==> config.mk <==
export PLATFORM = sky130hd
export DESIGN_NAME = colorkey_span_encoder_unit
export DESIGN_NICKNAME = d
export VERILOG_FILES = /design/src/hw/rtl/cks_pkg.sv /design/src/hw/rtl/cks_front.sv /design/src/hw/rtl/cks_queue.sv /design/src/hw/rtl/cks_back.sv /design/src/hw/rtl/colorkey_span_encoder_unit.sv
export SDC_FILE = /design/constraint.sdc
export NUM_CORES = 1
export LEC_CHECK = 0
export BUFFER_PORTS_ARGS = -buffer_cell sky130_fd_sc_hd__buf_4
export CORE_UTILIZATION = 55
export DETAILED_ROUTE_END_ITERATION = 10
export PLACE_DENSITY = 0.86
export SLEW_MARGIN = 5
export SYNTH_ARGS = -nofsm -noshare
export SYNTH_HDL_FRONTEND = slang
export SYNTH_SLANG_ARGS = --single-unit
==> constraint.sdc <==
create_clock -name clk -period 3.5 [get_ports clk]
set_clock_uncertainty 0.05 [all_clocks]
set_input_delay 0.35 -clock clk [delete_from_list [all_inputs] [get_ports clk]]
set_output_delay 0.35 -clock clk [all_outputs]
set_load 0.05 [all_outputs]
==> src/hw/rtl/cks_pkg.sv <==
`timescale 1ns / 1ps
// Shared types and constants for the color-key span encoder.
package cks_pkg;

  localparam int PIXEL_W     = 16;
  localparam int SPAN_W      = 12;
  localparam int OFFS_W      = 11;
  localparam int QUEUE_DEPTH = 4;
  localparam int QUEUE_PTR_W = $clog2(QUEUE_DEPTH);
  localparam int QUEUE_CNT_W = $clog2(QUEUE_DEPTH + 1);

  typedef struct packed {
    logic [PIXEL_W-1:0] pixel;
    logic               line_end;
  } cks_in_t;

  typedef struct packed {
    logic [SPAN_W-1:0] span_word;
    logic              is_header;
    logic [OFFS_W-1:0] word_offset;
    logic              last;
  } cks_out_t;

  // Words caused by one pixel: a run ended by a change, the line's last run, the header.
  typedef struct packed {
    logic              has_change;
    logic [SPAN_W-1:0] change_span;
    logic [OFFS_W-1:0] change_off;
    logic              has_end;
    logic [SPAN_W-1:0] end_span;
    logic [OFFS_W-1:0] end_off;
    logic [SPAN_W-1:0] hdr_span;
  } cks_rec_t;

  typedef enum logic [1:0] {
    PH_FIRST,
    PH_END,
    PH_HDR
  } cks_phase_t;

endpackage

==> src/hw/rtl/cks_front.sv <==
`timescale 1ns / 1ps
// Front end: color-key register, pixel classification and run tracking.
module cks_front #(
  parameter int KEY_BITS       = 16,
  parameter int MAX_LINE_WIDTH = 1024
) (
  input  logic                 clk,
  input  logic                 rst,
  input  logic                 cfg_wr_en,
  input  logic [15:0]          cfg_wr_data,
  input  logic                 in_valid,
  output logic                 in_ready,
  input  cks_pkg::cks_in_t     in_data,
  input  logic                 q_full,
  output logic                 push,
  output cks_pkg::cks_rec_t    push_rec
);
  import cks_pkg::*;

  localparam int CW = $clog2(MAX_LINE_WIDTH + 1);

  logic [KEY_BITS-1:0] key;
  logic                mid_line, mid_line_next;
  logic                first_opaque, first_opaque_next;
  logic                run_opaque, run_opaque_next;
  logic [CW-1:0]       run_length, run_length_next;
  logic [CW-1:0]       run_count, run_count_next;
  logic                opaque;
  logic                accept;
  logic [CW-1:0]       chg_off;
  logic [CW-1:0]       end_off;
  logic [OFFS_W-1:0]   hdr_cnt;

  function automatic logic [CW-1:0] sat_inc(input logic [CW-1:0] v);
    logic [CW-1:0] lim;
    lim = CW'(MAX_LINE_WIDTH);
    return (v >= lim) ? lim : v + CW'(1);
  endfunction

  assign in_ready = !q_full;
  assign accept   = in_valid && in_ready;
  assign opaque   = in_data.pixel[KEY_BITS-1:0] != key;
  assign push     = accept && (push_rec.has_change || push_rec.has_end);

  always_comb begin
    mid_line_next     = mid_line;
    first_opaque_next = first_opaque;
    run_opaque_next   = run_opaque;
    run_length_next   = run_length;
    run_count_next    = run_count;
    chg_off           = sat_inc(run_count);
    end_off           = '0;
    hdr_cnt           = '0;
    push_rec          = '0;
    if (!mid_line) begin
      first_opaque_next = opaque;
      run_opaque_next   = opaque;
      run_length_next   = CW'(1);
      run_count_next    = '0;
      mid_line_next     = 1'b1;
    end else if (opaque == run_opaque) begin
      run_length_next = sat_inc(run_length);
    end else begin
      push_rec.has_change  = 1'b1;
      push_rec.change_span = SPAN_W'(run_length);
      push_rec.change_off  = OFFS_W'(chg_off);
      run_count_next       = chg_off;
      run_length_next      = CW'(1);
      run_opaque_next      = opaque;
    end
    if (in_data.line_end) begin
      end_off           = sat_inc(run_count_next);
      hdr_cnt           = OFFS_W'(end_off);
      push_rec.has_end  = 1'b1;
      push_rec.end_span = SPAN_W'(run_length_next);
      push_rec.end_off  = OFFS_W'(end_off);
      push_rec.hdr_span = {hdr_cnt, first_opaque_next};
      run_count_next    = end_off;
      run_length_next   = '0;
      mid_line_next     = 1'b0;
    end
  end

  always_ff @(posedge clk) begin
    if (rst) begin
      key          <= '0;
      mid_line     <= 1'b0;
      first_opaque <= 1'b0;
      run_opaque   <= 1'b0;
      run_length   <= '0;
      run_count    <= '0;
    end else begin
      if (cfg_wr_en) begin
        key <= cfg_wr_data[KEY_BITS-1:0];
      end
      if (accept) begin
        mid_line     <= mid_line_next;
        first_opaque <= first_opaque_next;
        run_opaque   <= run_opaque_next;
        run_length   <= run_length_next;
        run_count    <= run_count_next;
      end
    end
  end

  a_line_closes: assert property (@(posedge clk) disable iff (rst)
    accept && in_data.line_end |=> !mid_line)
    else $error("line end did not close the line");

  a_run_open: assert property (@(posedge clk) disable iff (rst)
    mid_line |-> run_length != '0)
    else $error("open line with empty run");

endmodule

==> src/hw/rtl/cks_queue.sv <==
`timescale 1ns / 1ps
// Short record queue between front and back.
module cks_queue (
  input  logic               clk,
  input  logic               rst,
  input  logic               push,
  input  cks_pkg::cks_rec_t  push_rec,
  input  logic               pop,
  output logic               full,
  output logic               not_empty,
  output cks_pkg::cks_rec_t  head_rec
);
  import cks_pkg::*;

  cks_rec_t               store [QUEUE_DEPTH];
  logic [QUEUE_PTR_W-1:0] wr_ptr;
  logic [QUEUE_PTR_W-1:0] rd_ptr;
  logic [QUEUE_CNT_W-1:0] count;

  assign full      = count == QUEUE_CNT_W'(QUEUE_DEPTH);
  assign not_empty = count != '0;
  assign head_rec  = store[rd_ptr];

  always_ff @(posedge clk) begin
    if (push) begin
      store[wr_ptr] <= push_rec;
    end
  end

  always_ff @(posedge clk) begin
    if (rst) begin
      wr_ptr <= '0;
      rd_ptr <= '0;
      count  <= '0;
    end else begin
      if (push) begin
        wr_ptr <= wr_ptr + QUEUE_PTR_W'(1);
      end
      if (pop) begin
        rd_ptr <= rd_ptr + QUEUE_PTR_W'(1);
      end
      case ({push, pop})
        2'b10:   count <= count + QUEUE_CNT_W'(1);
        2'b01:   count <= count - QUEUE_CNT_W'(1);
        default: count <= count;
      endcase
    end
  end

  a_no_overflow: assert property (@(posedge clk) disable iff (rst)
    !(push && full))
    else $error("push into full queue");

  a_no_underflow: assert property (@(posedge clk) disable iff (rst)
    pop |-> not_empty)
    else $error("pop from empty queue");

endmodule

==> src/hw/rtl/cks_back.sv <==
`timescale 1ns / 1ps
// Back end: splits queued records into words and drives the output register.
module cks_back (
  input  logic               clk,
  input  logic               rst,
  input  logic               q_not_empty,
  input  cks_pkg::cks_rec_t  head_rec,
  output logic               pop,
  output logic               out_valid,
  input  logic               out_ready,
  output cks_pkg::cks_out_t  out_data
);
  import cks_pkg::*;

  cks_phase_t phase, phase_next;
  cks_out_t   word;
  logic       take;
  logic       done;

  assign take = q_not_empty && (!out_valid || out_ready);
  assign pop  = take && done;

  always_comb begin
    word       = '0;
    done       = 1'b0;
    phase_next = phase;
    case (phase)
      PH_FIRST: begin
        if (head_rec.has_change) begin
          word.span_word   = head_rec.change_span;
          word.word_offset = head_rec.change_off;
          word.last        = !head_rec.has_end;
          done             = !head_rec.has_end;
          phase_next       = head_rec.has_end ? PH_END : PH_FIRST;
        end else begin
          word.span_word   = head_rec.end_span;
          word.word_offset = head_rec.end_off;
          phase_next       = PH_HDR;
        end
      end
      PH_END: begin
        word.span_word   = head_rec.end_span;
        word.word_offset = head_rec.end_off;
        phase_next       = PH_HDR;
      end
      PH_HDR: begin
        word.span_word = head_rec.hdr_span;
        word.is_header = 1'b1;
        word.last      = 1'b1;
        done           = 1'b1;
        phase_next     = PH_FIRST;
      end
      default: begin
        phase_next = PH_FIRST;
      end
    endcase
  end

  always_ff @(posedge clk) begin
    if (rst) begin
      phase     <= PH_FIRST;
      out_valid <= 1'b0;
    end else begin
      if (take) begin
        phase     <= phase_next;
        out_valid <= 1'b1;
      end else if (out_ready) begin
        out_valid <= 1'b0;
      end
    end
  end

  always_ff @(posedge clk) begin
    if (take) begin
      out_data <= word;
    end
  end

  a_record_held: assert property (@(posedge clk) disable iff (rst)
    phase != PH_FIRST |-> q_not_empty)
    else $error("record left the queue before its last word");

  a_header_form: assert property (@(posedge clk) disable iff (rst)
    out_valid && out_data.is_header |-> out_data.last && out_data.word_offset == '0)
    else $error("malformed header word");

endmodule

==> src/hw/rtl/colorkey_span_encoder_unit.sv <==
`timescale 1ns / 1ps
// Color-key span encoder, top level.
// Takes one pixel per cycle. A pixel that ends a run or a line leaves a record of
// one to three words (ended run, last run, header) in a four-entry queue; the back
// end drains that queue into the output register one word per cycle unless the
// receiver holds off, so the output rate of one word per cycle is what sets
// throughput. Pixels stall only when the queue is full, which happens when the
// receiver holds off or when lines or runs are short enough that the words
// outnumber the pixels. Words pass the queue, then the output register.
module colorkey_span_encoder_unit #(
  parameter int PIXEL_BITS     = 16,
  parameter int MAX_LINE_WIDTH = 1024
) (
  input  logic               clk,
  input  logic               rst,
  input  logic               cfg_wr_en,
  input  logic [15:0]        cfg_wr_data,
  input  logic               in_valid,
  output logic               in_ready,
  input  cks_pkg::cks_in_t   in_data,
  output logic               out_valid,
  input  logic               out_ready,
  output cks_pkg::cks_out_t  out_data
);
  import cks_pkg::*;

  localparam int KEY_BITS = (PIXEL_BITS < PIXEL_W) ? PIXEL_BITS : PIXEL_W;

  logic     push;
  logic     pop;
  logic     q_full;
  logic     q_not_empty;
  cks_rec_t push_rec;
  cks_rec_t head_rec;

  cks_front #(
    .KEY_BITS       (KEY_BITS),
    .MAX_LINE_WIDTH (MAX_LINE_WIDTH)
  ) u_front (
    .clk         (clk),
    .rst         (rst),
    .cfg_wr_en   (cfg_wr_en),
    .cfg_wr_data (cfg_wr_data),
    .in_valid    (in_valid),
    .in_ready    (in_ready),
    .in_data     (in_data),
    .q_full      (q_full),
    .push        (push),
    .push_rec    (push_rec)
  );

  cks_queue u_queue (
    .clk       (clk),
    .rst       (rst),
    .push      (push),
    .push_rec  (push_rec),
    .pop       (pop),
    .full      (q_full),
    .not_empty (q_not_empty),
    .head_rec  (head_rec)
  );

  cks_back u_back (
    .clk         (clk),
    .rst         (rst),
    .q_not_empty (q_not_empty),
    .head_rec    (head_rec),
    .pop         (pop),
    .out_valid   (out_valid),
    .out_ready   (out_ready),
    .out_data    (out_data)
  );

endmodule

; ---- Yosys cells after proc, flatten, opt, wreduce, memory -nomap -nowiden
; Memory sizes are Yosys's and may differ from the RTL's. A register that Yosys moved wholly into a read port is not among the register bits.
; Index checks and enable logic that the tools add are counted.
[totals]
input_bits = 38
word_cells = 81
regBits = 76
out_inout_bits = 27
ram_bits = 240
n_memories = 1
[memory_table]
columns = memory, depth, width, read_ports, rd_clocked_by_memory_dff, wr, line_no
row1 = u_queue.store, 4, 60, 1, 1, 1, cks_queue.sv:15  ; cks_rec_t store [QUEUE_DEPTH];
[classes]
muxes = 33
order_cmp = 3
eq_ne = 8
n_addsub = 7
reduce_logical = 14
[op_table]
columns = operator, count
row1 = $mux W11, 10
row2 = $mux W24, 2
row3 = $mux W36, 1
row4 = $pmux W12 S3, 1
row5 = $add A11 B1 Y11 const B, 3
row6 = $ge A11 B11 Y1 const B, 3
row7 = $pmux W11 S2, 1
row8 = $ne A16 B16 Y1, 1
row9 = $mux W12, 1
row10 = $mux W1, 11
row11 = $mux W2, 3
row12 = $pmux W3 S2, 1
row13 = $add A2 B1 Y2 const B, 2
row14 = $eq A2 B1 Y1 const B, 2
row15 = $eq A2 B2 Y1 const B, 2
row16 = $logic_and A1 B1 Y1, 4
row17 = $pmux W2 S2, 1
row18 = $reduce_bool A2 Y1, 2
row19 = $add A3 B1 Y3 const B, 1
row20 = $eq A3 B3 Y1 const B, 1
row21 = $logic_not A1 Y1, 3
row22 = $reduce_bool A3 Y1, 1
row23 = $sub A3 B1 Y3 const B, 1
row24 = $logic_not A2 Y1, 1
row25 = 5 further kinds, 6

; ---- Logic depth before layout (Yosys ltp)
; Gate-level depths: netlist of run 1.
[logic_depth]
ltp_word = 11
depth_mapped = 17
mapped_depth_nobuf = 14

; ---- By module
; Synthesis of run 1 repeated with hierarchy kept, for this count alone.
[hier_totals]
hier_cells = 942
area_unflattened_um2 = 13895.8
[by_module_without_submodules]
columns = module, seq_area_each_um2, cells_each, area_per_inst_um2, instances
row1 = cks_queue, 7387.1, 361, 9158.8, 1
row2 = cks_front, 820.8, 466, 3420.8, 1
row3 = cks_back, 810.8, 115, 1316.3, 1

; ---- Least setup slack after synthesis of run 1
; OpenSTA, ideal clock, no wires.
[synth_timing]
path_kind = input to register
startpoint = in in_data[6] in the netlist's numbering
endpoint = mem u_queue.store[1][0] in the netlist's numbering (enable)
t_required_ns = 3.041
stages = 11
setup_time_ns = 0.409
n_path_buf = 3
setup_slack_ns = -0.229
t_arrival_ns = 3.270
cell_sequence = xnor2_1 > nand4_1 > nor4_2 > buf_4 > xor2_1 > buf_4 > buf_2 > nor2_1 > nor2_1 > nor2_1 > and2_1
[synth_rtl]
columns = element, line_no
row1 = start: declaration, colorkey_span_encoder_unit.sv:20  ; input cks_pkg::cks_in_t in_data,
row2 = end: declaration, cks_queue.sv:15

==> results of run 1 <==
-- power by group --
group / total [mW] / internal [mW] / switching [mW] / leakage (nW)
Combinational: 2.35 / 0.821 / 1.53 / 1.75
Sequential: 3.98 / 3.81 / 0.173 / 2.52
Clock: 2.91 / 1.79 / 1.12 / 0.441
-- path summary, 6_finish.rpt --
kind                                        endpoint  cells past startpoint
worst max-delay path                u_queue.count[2]                      9
worst min-delay path                  u_front.key[4]                      3
worst max register to register      u_queue.count[2]                      9
worst min register to register  u_front.first_opaque                      2
-- sequential cells by signal, summed over array words and instances (netlist names), named ones only --
| name | cells |
|---|---|
| u_front.run_opaque | 1 |
| u_queue.wr_ptr | 2 |
| u_queue.rd_ptr | 2 |
| u_back.out_data | 25 |
| u_front.run_count | 11 |
| u_front.run_length | 11 |
| u_back.phase | 2 |
| u_queue.store | 188 |
| u_front.key | 16 |
| u_front.mid_line | 1 |
| u_front.first_opaque | 1 |
| u_queue.count | 3 |
| u_back.out_valid | 1 |
-- cell usage after synthesis, types with 3 or more instances --
| cell | count |
|---|---|
| a21oi_1 | 45 |
| xor2_1 | 9 |
| nor3_1 | 18 |
| or3_1 | 4 |
| o22ai_1 | 7 |
| nand4_1 | 5 |
| dfxtp_1 | 53 |
| buf_2 | 9 |
| a211oi_1 | 3 |
| and2_1 | 10 |
| nor2b_1 | 3 |
| nand3b_1 | 8 |
| buf_4 | 3 |
| mux2i_1 | 26 |
| nand3_1 | 18 |
| o21a_1 | 4 |
| xnor2_1 | 32 |
| o2111a_1 | 3 |
| o21ai_0 | 22 |
| nand2_1 | 71 |
| buf_1 | 5 |
| edfxtp_1 | 213 |
| mux2_2 | 3 |
| and3_1 | 18 |
| clkbuf_1 | 37 |
| nand2b_1 | 8 |
| nor2_1 | 95 |
| mux4_2 | 47 |
| or2_2 | 4 |
| inv_1 | 24 |
| ha_1 | 10 |
-- kinds of logic after synthesis --
family / Yosys count
AO/OA/AOI/OAI: 115
XOR/XNOR: 41
adder cells (fa/ha/maj): 11
buffers and inverters: 79
flip-flops: 266
multiplexers: 76
AND/OR/NAND/NOR: 276
-- final cells by class --
cell class / count / area (um2)
Sequential cell: 266 / 7462
Fill cell: 1461 / 7428
Multi-Input combinational cell: 519 / 3981
Clock buffer: 38 / 757.0
Timing Repair Buffer: 90 / 738.2
Tap cell: 275 / 344.1
Clock inverter: 10 / 150.1
Inverter: 25 / 93.84
-- metrics by stage --
step,hold WS [ps],std cells
floorplan,398.9,864
global placement,439.3,1175
detailed placement,458.3,1175
CTS,0.07194,1223
global route,11.95,1223
finish,11.32,1223
-- worst min-delay path, cell delays in order --
cell,delay (ps)
buf_4,80
mux2i_1,50
nor2_1,70
-- routing by layer --
metal / global-route usage / vias up / part of all wire
met4: 0.09278 / 0 / 0.036
met3: 0.03190 / 72 / 0.085
li1: - / 3341 / -
met5: 0 / - / 0
met2: 0.4023 / 441 / 0.48
met1: 0.3279 / 3675 / 0.39
==> impl_results.md, run 1 <==
* Pin count of the biggest net entering global routing at 53
* Crit path max fanout at 14
* Vias at 7,529
* Drt wl/cell at 21.14 um
* Critical Path RT at 3890 ps
* Setup slack, reg-to-reg at 320 ps
* Cell family with the largest share of critical-path delay: adder cells
* Largest family of logic cells by synthesized area: multiplexers
* Ys flop type: edfxtp_1
* Synth Area per Inst at 13.59 um2
* Cell Chain, Critical Path: mux4_2 > o21bai_1 > and2_1 > ha_1 > inv_1 > fa_1 > xor2_1 > or3_1 > a21oi_1
* VDD IR max at 0.0003098 V
* Root Driver: clkbuf_16
* GRT Total Usage at 0.2423
* RSZ-0062 raised after global routing: false
* Final nets at 977
* Most common cell after layout, fill and taps aside: edfxtp_1
* Number of enable flip-flop cells after synthesis at 213
* Die Width at 148.1 um
* P_leak at 4.706 nW
* Initial antenna violation count at 0
* Ys async rst share at 0
* Pre-CTS WS at 274.1 ps
* Min-delay src: cfg_wr_data[4]
* Starting Density at 0.5604
* Max Fclk at 0.3147 GHz
* Hold-fix buffers, CTS at 0
* Power per cell area at 683.5 nW/um2
* Via density at 6.156
* CP endpoint kind: flip-flop
* Compound-cell area share of the yosys netlist at 0.06712
* Worst-Skew Late Latency at 520 ps
* CTS buffer count at 26
* Mapped cell area at 11,740 um2
* Hpwl dp at 16,330 um
* Vias in the first global route at 7,418
* CP startpoint kind: flip-flop
* Number of H-tree levels at 1
* WS Path Type: reg2reg
* Final setup TNS at 0 ps
* Slew @ Worst Pin at 981.2 ps
* Synth unique cells at 67
* Tot Pwr at 9.246 mW
* Post-synth top area share at 0.5446
* Worst Hold Class: in2reg
* Post-cts sizing count at 0
* CP arrival at 3570 ps
* CTS tree: built
* Xor and xnor area share after synthesis at 0.03058
* Rel. slew slack at 0.3398
* Synth Register Bits at 266
* Final worst slack at 322.7 ps
* Post-CTS setup buffer count at 0
* Sequential fraction of the synthesis area at 0.6350
* Ranking of synthesized cells by area: edfxtp_1 (54%), dfxtp_1 (9.0%), mux4_2 (9.0%)
* Routability cong. at 0.8703
* Status: finished clean
* Mapped Cells at 864
* Syn Nets at 913
* Initial DRC count at 847
* I/O Pins at 65
* Final Routed Wirelength at 25,860 um
* Buffers from clock root to sink, at most at 3
* Synth Area in Adders at 0.01236
* Most area-hungry cell type in the Yosys netlist: edfxtp_1
* First-pass DRT Iterations at 7
* Remaining Overflow, GRT at 0
* DRC Markers at 0
* IO Port Bufs at 64
* Final setup fails at 0
* Worst path bufs/invs at 1
* CTS Sinks at 266
* Mux cell area share after synthesis at 0.1152
* Die Y at 148.1 um
* Clock Pin Slew Worst Setup and Hold Paths at 70 ps
* Synth Area in Simple Gates at 0.1126
* Die area at 21,940 um2
* Most frequent cells in the layout: edfxtp_1 (213), nor2_1 (95), buf_4 (85)
* CP max-delay cell: mux4_2
* Pins Over Slew Limit at 0
* Final min period at 3177 ps
* First-pass GRT wire length at 40,310 um
* Util after Layout at 0.6455
* Area growth from synthesis to layout at 15.18%
* CP max stage delay at 610 ps
* Final antenna-violating net count at 0
* Synth Warn # at 0
* Tcrit/Tclk final at 0.9078
* Rows at 53
* Design area at 13,530 um2
* Layout cell share with drive strength beyond 1 at 0.2152
* Endpoints failing hold at 0
* Dpl cell area at 12,620 um2
* # diodes at 0
* Core ar. at 20,960 um2
* Max cap viols at 0
No activity file was read; power rests on OpenSTA's default activity.
==> inputs of run 2 (changes only) <==
--- a/config.mk
+++ b/config.mk
@@ -5,6 +5,7 @@
 export SDC_FILE = /design/constraint.sdc
 export NUM_CORES = 1
 export LEC_CHECK = 0
+export ABC_AREA = 1
 export BUFFER_PORTS_ARGS = -buffer_cell sky130_fd_sc_hd__buf_4
 export CORE_UTILIZATION = 55
 export DETAILED_ROUTE_END_ITERATION = 10
==> run 2 against run 1 <==
  * Critical path depth is 8 higher
  * Power fell by 0.64%
  * Utilization up 1.1 points
  * Hold slack got worse by 2.1 ps
  * Flip-flop and latch count stayed put
  * Via count rose by 18%
  * Worst setup slack better by 230 ps
  * Synthesized cell count is 34% higher
  * Sequential power is 2% lower
  * Largest power group unchanged
==> impl_results.md, run 2 <==
* Worst Hold Class: in2reg
* GRT Total Usage at 0.2569 (+0.01460)
* Remaining Overflow, GRT at 0 (unchanged)
* Slew @ Worst Pin at 1024 ps (+43.13 ps)
* CP endpoint kind: flip-flop
* CP arrival at 3360 ps (-210 ps)
* Biggest regs: u_queue.store (188), u_back.out_data (25), u_front.key (16)
* WS Path Type: reg2reg
* Die area at 21,790 um2 (-0.71%)
* Vias at 8,877 (+18%)
* Final antenna-violating net count at 0 (unchanged)
* Synth Register Bits at 266 (unchanged)
* Most common cell after layout, fill and taps aside: nand2_1
* Drt wl/cell at 18.26 um (-14%)
* Number of enable flip-flop cells after synthesis at 213 (unchanged)
* Number of H-tree levels at 1 (unchanged)
* Most area-hungry cell type in the Yosys netlist: edfxtp_1
* Largest Register: u_queue.store
* Crit path max fanout at 15 (+1)
* Top cells by count, synth: nand2_1 (232), edfxtp_1 (213), nor2_1 (152)
* Most frequent cell after synthesis: nand2_1
* Buffers from clock root to sink, at most at 3 (unchanged)
* Most frequent cells in the layout: nand2_1 (232), edfxtp_1 (213), nor2_1 (147)
* Endpoints failing hold at 0 (unchanged)
* # diodes at 0 (unchanged)
* CTS Sinks at 266 (unchanged)
* Pins Over Slew Limit at 0 (unchanged)
* Hpwl dp at 17,530 um (+7.3%)
* Status: finished clean
* Synth Area per Inst at 10.10 um2 (-26%)
* Routability cong. at 0.9117 (+4.8%)
* Final nets at 1,277 (+31%)
* Post-cts sizing count at 0 (unchanged)
* CTS buffer count at 26 (unchanged)
* Power per cell area at 682.9 nW/um2 (about the same)
* Core ar. at 20,490 um2 (-2.2%)
* Synth Warn # at 0 (unchanged)
* First-pass DRT Iterations at 6 (-1)
* Starting Density at 0.5689 (+0.008500)
* Final Routed Wirelength at 27,720 um (+7.2%)
* Die Width at 147.6 um (-0.35%)
* Die Y at 147.6 um (-0.35%)
* Final worst slack at 550.1 ps (+227.4 ps)
* Final min period at 2950 ps (-227.4 ps)
* Ranking of synthesized cells by area: edfxtp_1 (55%), dfxtp_1 (9.1%), nand2_1 (7.5%)
* Root Driver: clkbuf_16
* Dpl cell area at 12,560 um2 (-0.47%)
* Mapped cell area at 11,660 um2 (-0.71%)
* Post-synth top area share at 0.5486 (+0.003916)
* First-pass GRT wire length at 43,790 um (+8.6%)
* Layout cell share with drive strength beyond 1 at 0.1466 (-0.06856)
* Max cap viols at 0 (unchanged)
* VDD IR max at 0.0003492 V (+13%)
* Clock Pin Slew Worst Setup and Hold Paths at 60 ps (about the same)
* Ys async rst share at 0 (unchanged)
* Area growth from synthesis to layout at 15.38%
* Pre-CTS WS at 520.9 ps (+246.8 ps)
* Worst-Skew Late Latency at 530 ps (about the same)
* Initial DRC count at 958 (+13%)
* RSZ-0062 raised after global routing: false
* Hold slack at 9.176 ps (-2.148 ps)
* Initial antenna violation count at 0 (unchanged)
* Post-CTS setup buffer count at 0 (unchanged)
* Ys flop type: edfxtp_1
* DRC Markers at 0 (unchanged)
* CP startpoint kind: flip-flop
* Tcrit/Tclk final at 0.8428 (-0.06498)
* Pin count of the biggest net entering global routing at 64 (+21%)
* Rows at 52 (-1.9%)
* Vias in the first global route at 8,380 (+13%)
* Design area at 13,450 um2 (-0.55%)
* CTS tree: built
* Via density at 5.848 (-5.0%)
* Mapped Cells at 1,155 (+34%)
* Rel. slew slack at 0.3146 (-0.02525)
* Max Fclk at 0.3390 GHz (+7.7%)
* Critical Path RT at 3910 ps (+20 ps)
* Syn Nets at 1,204 (+32%)
* Tot Pwr at 9.187 mW (-0.64%)
* IO Port Bufs at 64 (unchanged)
* Sequential fraction of the synthesis area at 0.6396 (+0.004565)
* P_leak at 5.113 nW (+8.7%)
* Max reg flops at 188 (unchanged)
* Final setup fails at 0 (unchanged)
* I/O Pins at 65 (unchanged)
* Synth unique cells at 42 (-37%)
* Hold-fix buffers, CTS at 5 (+5)
==> run 2: cell types whose count changed after synthesis, sizes merged, moves of 11 or more <==
cell,delta
nand2,+178
inv,+83
nor2,+63
o21ai,+59
mux4,-47
a21oi,+36
xnor2,-31
mux2i,-26
o22ai,+22
nand3,+21
and3,-15
and2,-11
==> run 2: worst max-delay path: stages (launching register included) <==
cell and delay, ps:
dfxtp_2 350, inv_2 220, nand2_1 100, nand3_1 90
nand2_1 90, nor2_2 130, inv_2 60, o21ai_0 490
nand2_1 130, inv_2 120, ha_1 140, inv_1 70
fa_1 400, nor2_1 110, nor2_1 40, nand2_1 70
o21ai_0 80, a21oi_1 150
==> run 2: logic make-up (layout without fill, tap and decap cells) <==
| logic type | Yosys count | after routing | synth area share |
|---|---|---|---|
| and+or+nand+nor | 483 | 483 | 0.1777 |
| DFF | 266 | 266 | 0.6396 |
| AOI/OAI and AO/OA | 231 | 231 | 0.1143 |
| buffers and inverters | 159 | 252 | 0.05226 |
| adders and majority gates | 11 | 11 | 0.01245 |
| xor gates and xnor gates | 5 | 5 | 0.003756 |
==> run 2: worst paths after layout <==
check | startpoint | depth (start not counted) | endpoint | slack (ps)
worst max register to register | flip-flop | 17 | u_queue.count[2] | 550
worst max-delay path | flip-flop | 17 | u_queue.count[2] | 550
worst min register to register | u_front.key[3] | 2 | u_front.key[3] | 410
worst min-delay path | cfg_wr_data[1] | 3 | u_front.key[1] | 9
==> run 2: area by class of cell <==
class                           count  area (um2)
Clock buffer                       38       767.0
Clock inverter                     10       75.07
Fill cell                        1455        7042
Inverter                          109       410.4
Multi-Input combinational cell    730        3641
Sequential cell                   266        7458
Tap cell                          270       337.8
Timing Repair Buffer               95       763.2
==> run 2: where the power goes <==
group / internal (mW) / switching (mW)
clock network: 1.59 / 1.14
registers: 3.80 / 0.103
logic: 0.716 / 1.84
==> run 2: per-stage QoR <==
step / setup TNS, ps / instances / util
final: 0 / 1518 / 0.6564
after global routing: 0 / 1518 / 0.6564
after CTS: 0 / 1518 / 0.6564
after detailed placement: 0 / 1465 / 0.6129
after global placement: 0 / 1465 / 0.6129
after floorplan: -90740 / 1155 / -
==> run 2: routing by layer <==
| layer | vias to the layer above | wire length (um) | part of all wire | global-route usage |
|---|---|---|---|---|
| met1 | 4159 | 10750 | 0.39 | 0.3429 |
| met4 | 0 | 777 | 0.028 | 0.09021 |
| met5 | - | 0 | 0 | 0 |
| li1 | 4111 | - | - | - |
| met3 | 71 | 2952 | 0.11 | 0.04383 |
| met2 | 536 | 13230 | 0.48 | 0.4259 |
==> inputs of run 3 (changes only) <==
--- a/config.mk
+++ b/config.mk
@@ -5,7 +5,7 @@
 export SDC_FILE = /design/constraint.sdc
 export NUM_CORES = 1
 export LEC_CHECK = 0
-export ABC_AREA = 1
+export ABC_AREA = 0
 export BUFFER_PORTS_ARGS = -buffer_cell sky130_fd_sc_hd__buf_4
 export CORE_UTILIZATION = 55
 export DETAILED_ROUTE_END_ITERATION = 10
==> constraint.sdc (replaced) <==
create_clock -name clk -period 2.5 [get_ports clk]
set_clock_uncertainty 0.05 [all_clocks]
set_input_delay 0.25 -clock clk [delete_from_list [all_inputs] [get_ports clk]]
set_output_delay 0.25 -clock clk [all_outputs]
set_load 0.05 [all_outputs]
==> run 3 against run 2 <==
  * The run now ends with setup timing left
  * Final cell count fell by 10%
  * First-iteration DRC count rose by 35%
  * Design area rose by 17%
  * Hold slack improved by 82 ps
  * Sequential share of layout area fell by 7.8 points
  * Combinational power rose by 55%
  * Power rose by 48%
  * Clock-buffer cell count rose by 2
  * Via count rose by 4.8%
==> impl_results.md, run 3 (synthesis gave the netlist of run 1 again) <==
* Rows at 53 (+1.9%)
* Final setup fails at 290 (+290)
* Via density at 6.819 (+17%)
* CP startpoint kind: flip-flop
* Final setup TNS at -50,420 ps (-50,420 ps)
* Clock Pin Slew Worst Setup and Hold Paths at 70 ps (about the same)
* Vias in the first global route at 9,004 (+7.4%)
* First-pass DRT Iterations at 7 (+1)
* Crit. Startpoint: u_front.key[13]
* Power per cell area at 864.5 nW/um2 (+27%)
* Drt wl/cell at 29.46 um (+61%)
* Net Sw Power at 4.497 mW (+46%)
* Register share of total power at 0.410 (-0.014)
* Final worst slack at -490.3 ps (-1040 ps)
* Non-Filler Instances at 1,364 (-10%)
* Buffers from clock root to sink, at most at 3 (unchanged)
* Reg2reg end: u_front.run_count[2]
* Util after Layout at 0.7491 (+0.09269)
* Met2 usage at 0.5596 (+0.1337)
* Setup slack, reg-to-reg at -490 ps (-1040 ps)
* Initial DRC count at 1,289 (+35%)
* Violated checks: setup timing
* Die Y at 148.1 um (+0.36%)
* Worst-Skew Late Latency at 540 ps (about the same)
* VDD IR max at 0.0005629 V (+61%)
* Clock network power share at 0.297 (about the same)
* Final antenna-violating net count at 0 (unchanged)
* Core ar. at 20,960 um2 (+2.2%)
* CTS buffer count at 26 (unchanged)
* Placed Cells at 1,246 (-15%)
* Most common cell after layout, fill and taps aside: edfxtp_1
* Final nets at 1,118 (-12%)
* Combinational power share at 0.294 (+0.016)
* # diodes at 0 (unchanged)
* Max Fclk at 0.3344 GHz (-1.4%)
* Root Driver: clkbuf_16
* Filler cells at 1,127 (-23%)
* WS Path Type: reg2reg
* Hpwl dp at 18,210 um (+3.9%)
* Worst Hold Class: in2reg
* Largest Register: u_queue.store
* GRT Total Usage at 0.3297 (+0.07281)
* Initial antenna violation count at 0 (unchanged)
* Max reg flops at 188 (unchanged)
* CTS Sinks at 266 (unchanged)
* Critical Path Sink: u_front.run_count[2]
* Area growth from synthesis to layout at 33.67%
* GRT busiest layer: met2
* Hold slack at 90.86 ps (+81.69 ps)
* P_leak at 5.719 nW (+12%)
* M3 GR Usage at 0.05675 (+0.01292)
* CP arrival at 3320 ps (-40 ps)
* Dpl cell area at 13,230 um2 (+5.3%)
* Layout cell share with drive strength beyond 1 at 0.3967 (+0.2501)
* Final Routed Wirelength at 40,190 um (+45%)
* Biggest regs: u_queue.store (188), u_back.out_data (25), u_front.key (16)
* Most frequent cells in the layout: edfxtp_1 (213), buf_4 (158), nor2_1 (71)
* Final min period at 2990 ps (+40.45 ps)
* Crit path max fanout at 4 (-11)
* Switching part of the total power at 0.3314 (-0.004794)
* IO Port Bufs at 64 (unchanged)
* Cell internal pwr at 9.074 mW (+49%)
* Pin count of the biggest net entering global routing at 53 (-17%)
* Tot Pwr at 13.57 mW (+48%)
* Grt met1 use at 0.3986 (+0.05573)
* CTS tree: built
* Max cap viols at 0 (unchanged)
* Status: complete, but fails checks
* Endpoints failing hold at 0 (unchanged)
* Worst r2r path cells at 15 (-2)
* CP endpoint kind: flip-flop
* Rel. slew slack at 0.4242 (+0.1097)
* Pre-CTS WS at -489.5 ps (-1010 ps)
* Vias at 9,301 (+4.8%)
* Tcrit/Tclk final at 1.196 (+0.3533)
* Slew @ Worst Pin at 856.3 ps (-168.0 ps)
* Number of H-tree levels at 1 (unchanged)
* DRC Markers at 0 (unchanged)
* Die area at 21,940 um2 (+0.71%)
* I/O Pins at 65 (unchanged)
* Die Width at 148.1 um (+0.36%)
* Routability cong. at 0.8787 (-3.6%)
* RSZ-0062 raised after global routing: true
* R2r startpoint: u_front.key[13]
* Design area at 15,700 um2 (+17%)
* Critical Path RT at 2830 ps (-1080 ps)
* Pins Over Slew Limit at 0 (unchanged)
* Starting Density at 0.5604 (-0.008500)
* First-pass GRT wire length at 53,340 um (+22%)
* Remaining Overflow, GRT at 0 (unchanged)
run 3: changes by cell type in the layout (fill, tap and decap cells not counted), moves of 45 or more:
cell	previous run	this run
nor2_1	147	71
inv_1	96	20
mux4_2	0	47
nand2_1	232	66
o21ai_0	80	12
buf_4	87	158
a21oi_1	78	33
run 3: metal layers:
| layer | vias up | share of wire |
|---|---|---|
| li1 | 3631 | - |
| met1 | 4437 | 0.32 |
| met2 | 938 | 0.47 |
| met3 | 295 | 0.12 |
| met4 | 0 | 0.088 |
| met5 | - | 0 |
run 3: power by group through the flow:
stage | Clock [mW] | Sequential [mW] | Combinational [mW]
after global routing | 4.18 | 5.59 | 4.14
after CTS | 3.93 | 5.51 | 3.70
after detailed placement | 0 | 5.60 | 3.49
after floorplan | 0 | 6.34 | 1.61
final | 4.02 | 5.56 | 3.98
after global placement | 0 | 5.57 | 3.39
run 3: how the worst min path moves through the flow:
stage	startpoint	endpoint	slack, ps	cells after the start
global route	in_data[0]	u_queue.store[0][35]	80	1
global placement	u_front.key[7]	u_front.key[7]	430	2
detailed placement	cfg_wr_data[6]	u_front.key[6]	440	3
finish	in_data[0]	u_queue.store[0][35]	90	1
CTS	in_data[0]	u_queue.store[3][35]	70	1
floorplan	in_data[0]	u_queue.store[0][35]	300	0
run 3: what timing repair did:
item	CTS	global route
endpoints found under the hold margin	17	0
setup buffers	29	15
gates cloned	10	8
resized for setup	116	64
pin swaps	51	35
hold buffers	17	0
setup endpoints to repair	295	347
run 3: layout make-up:
class	count	area, um2	area share
Sequential cell	266	7473	0.4761
Multi-Input combinational cell	519	4572	0.2912
Timing Repair Buffer	231	2350	0.1497
Clock buffer	40	753.2	0.04798
Tap cell	275	344.1	0.02192
Clock inverter	8	108.9	0.006934
Inverter	25	96.34	0.006137
run 3: worst max-delay path, cell delays in order (launching register included):
cell and delay (ps):
dfxtp_2 340, xnor2_2 170, nand4_1 180, nor4_4 370
xor2_1 180, buf_4 180, buf_6 130, nor3_4 40
o21ai_2 180, inv_2 70, ha_4 190, buf_6 130
nand2_1 90, mux2i_2 90, a221oi_2 340, nor3_2 120
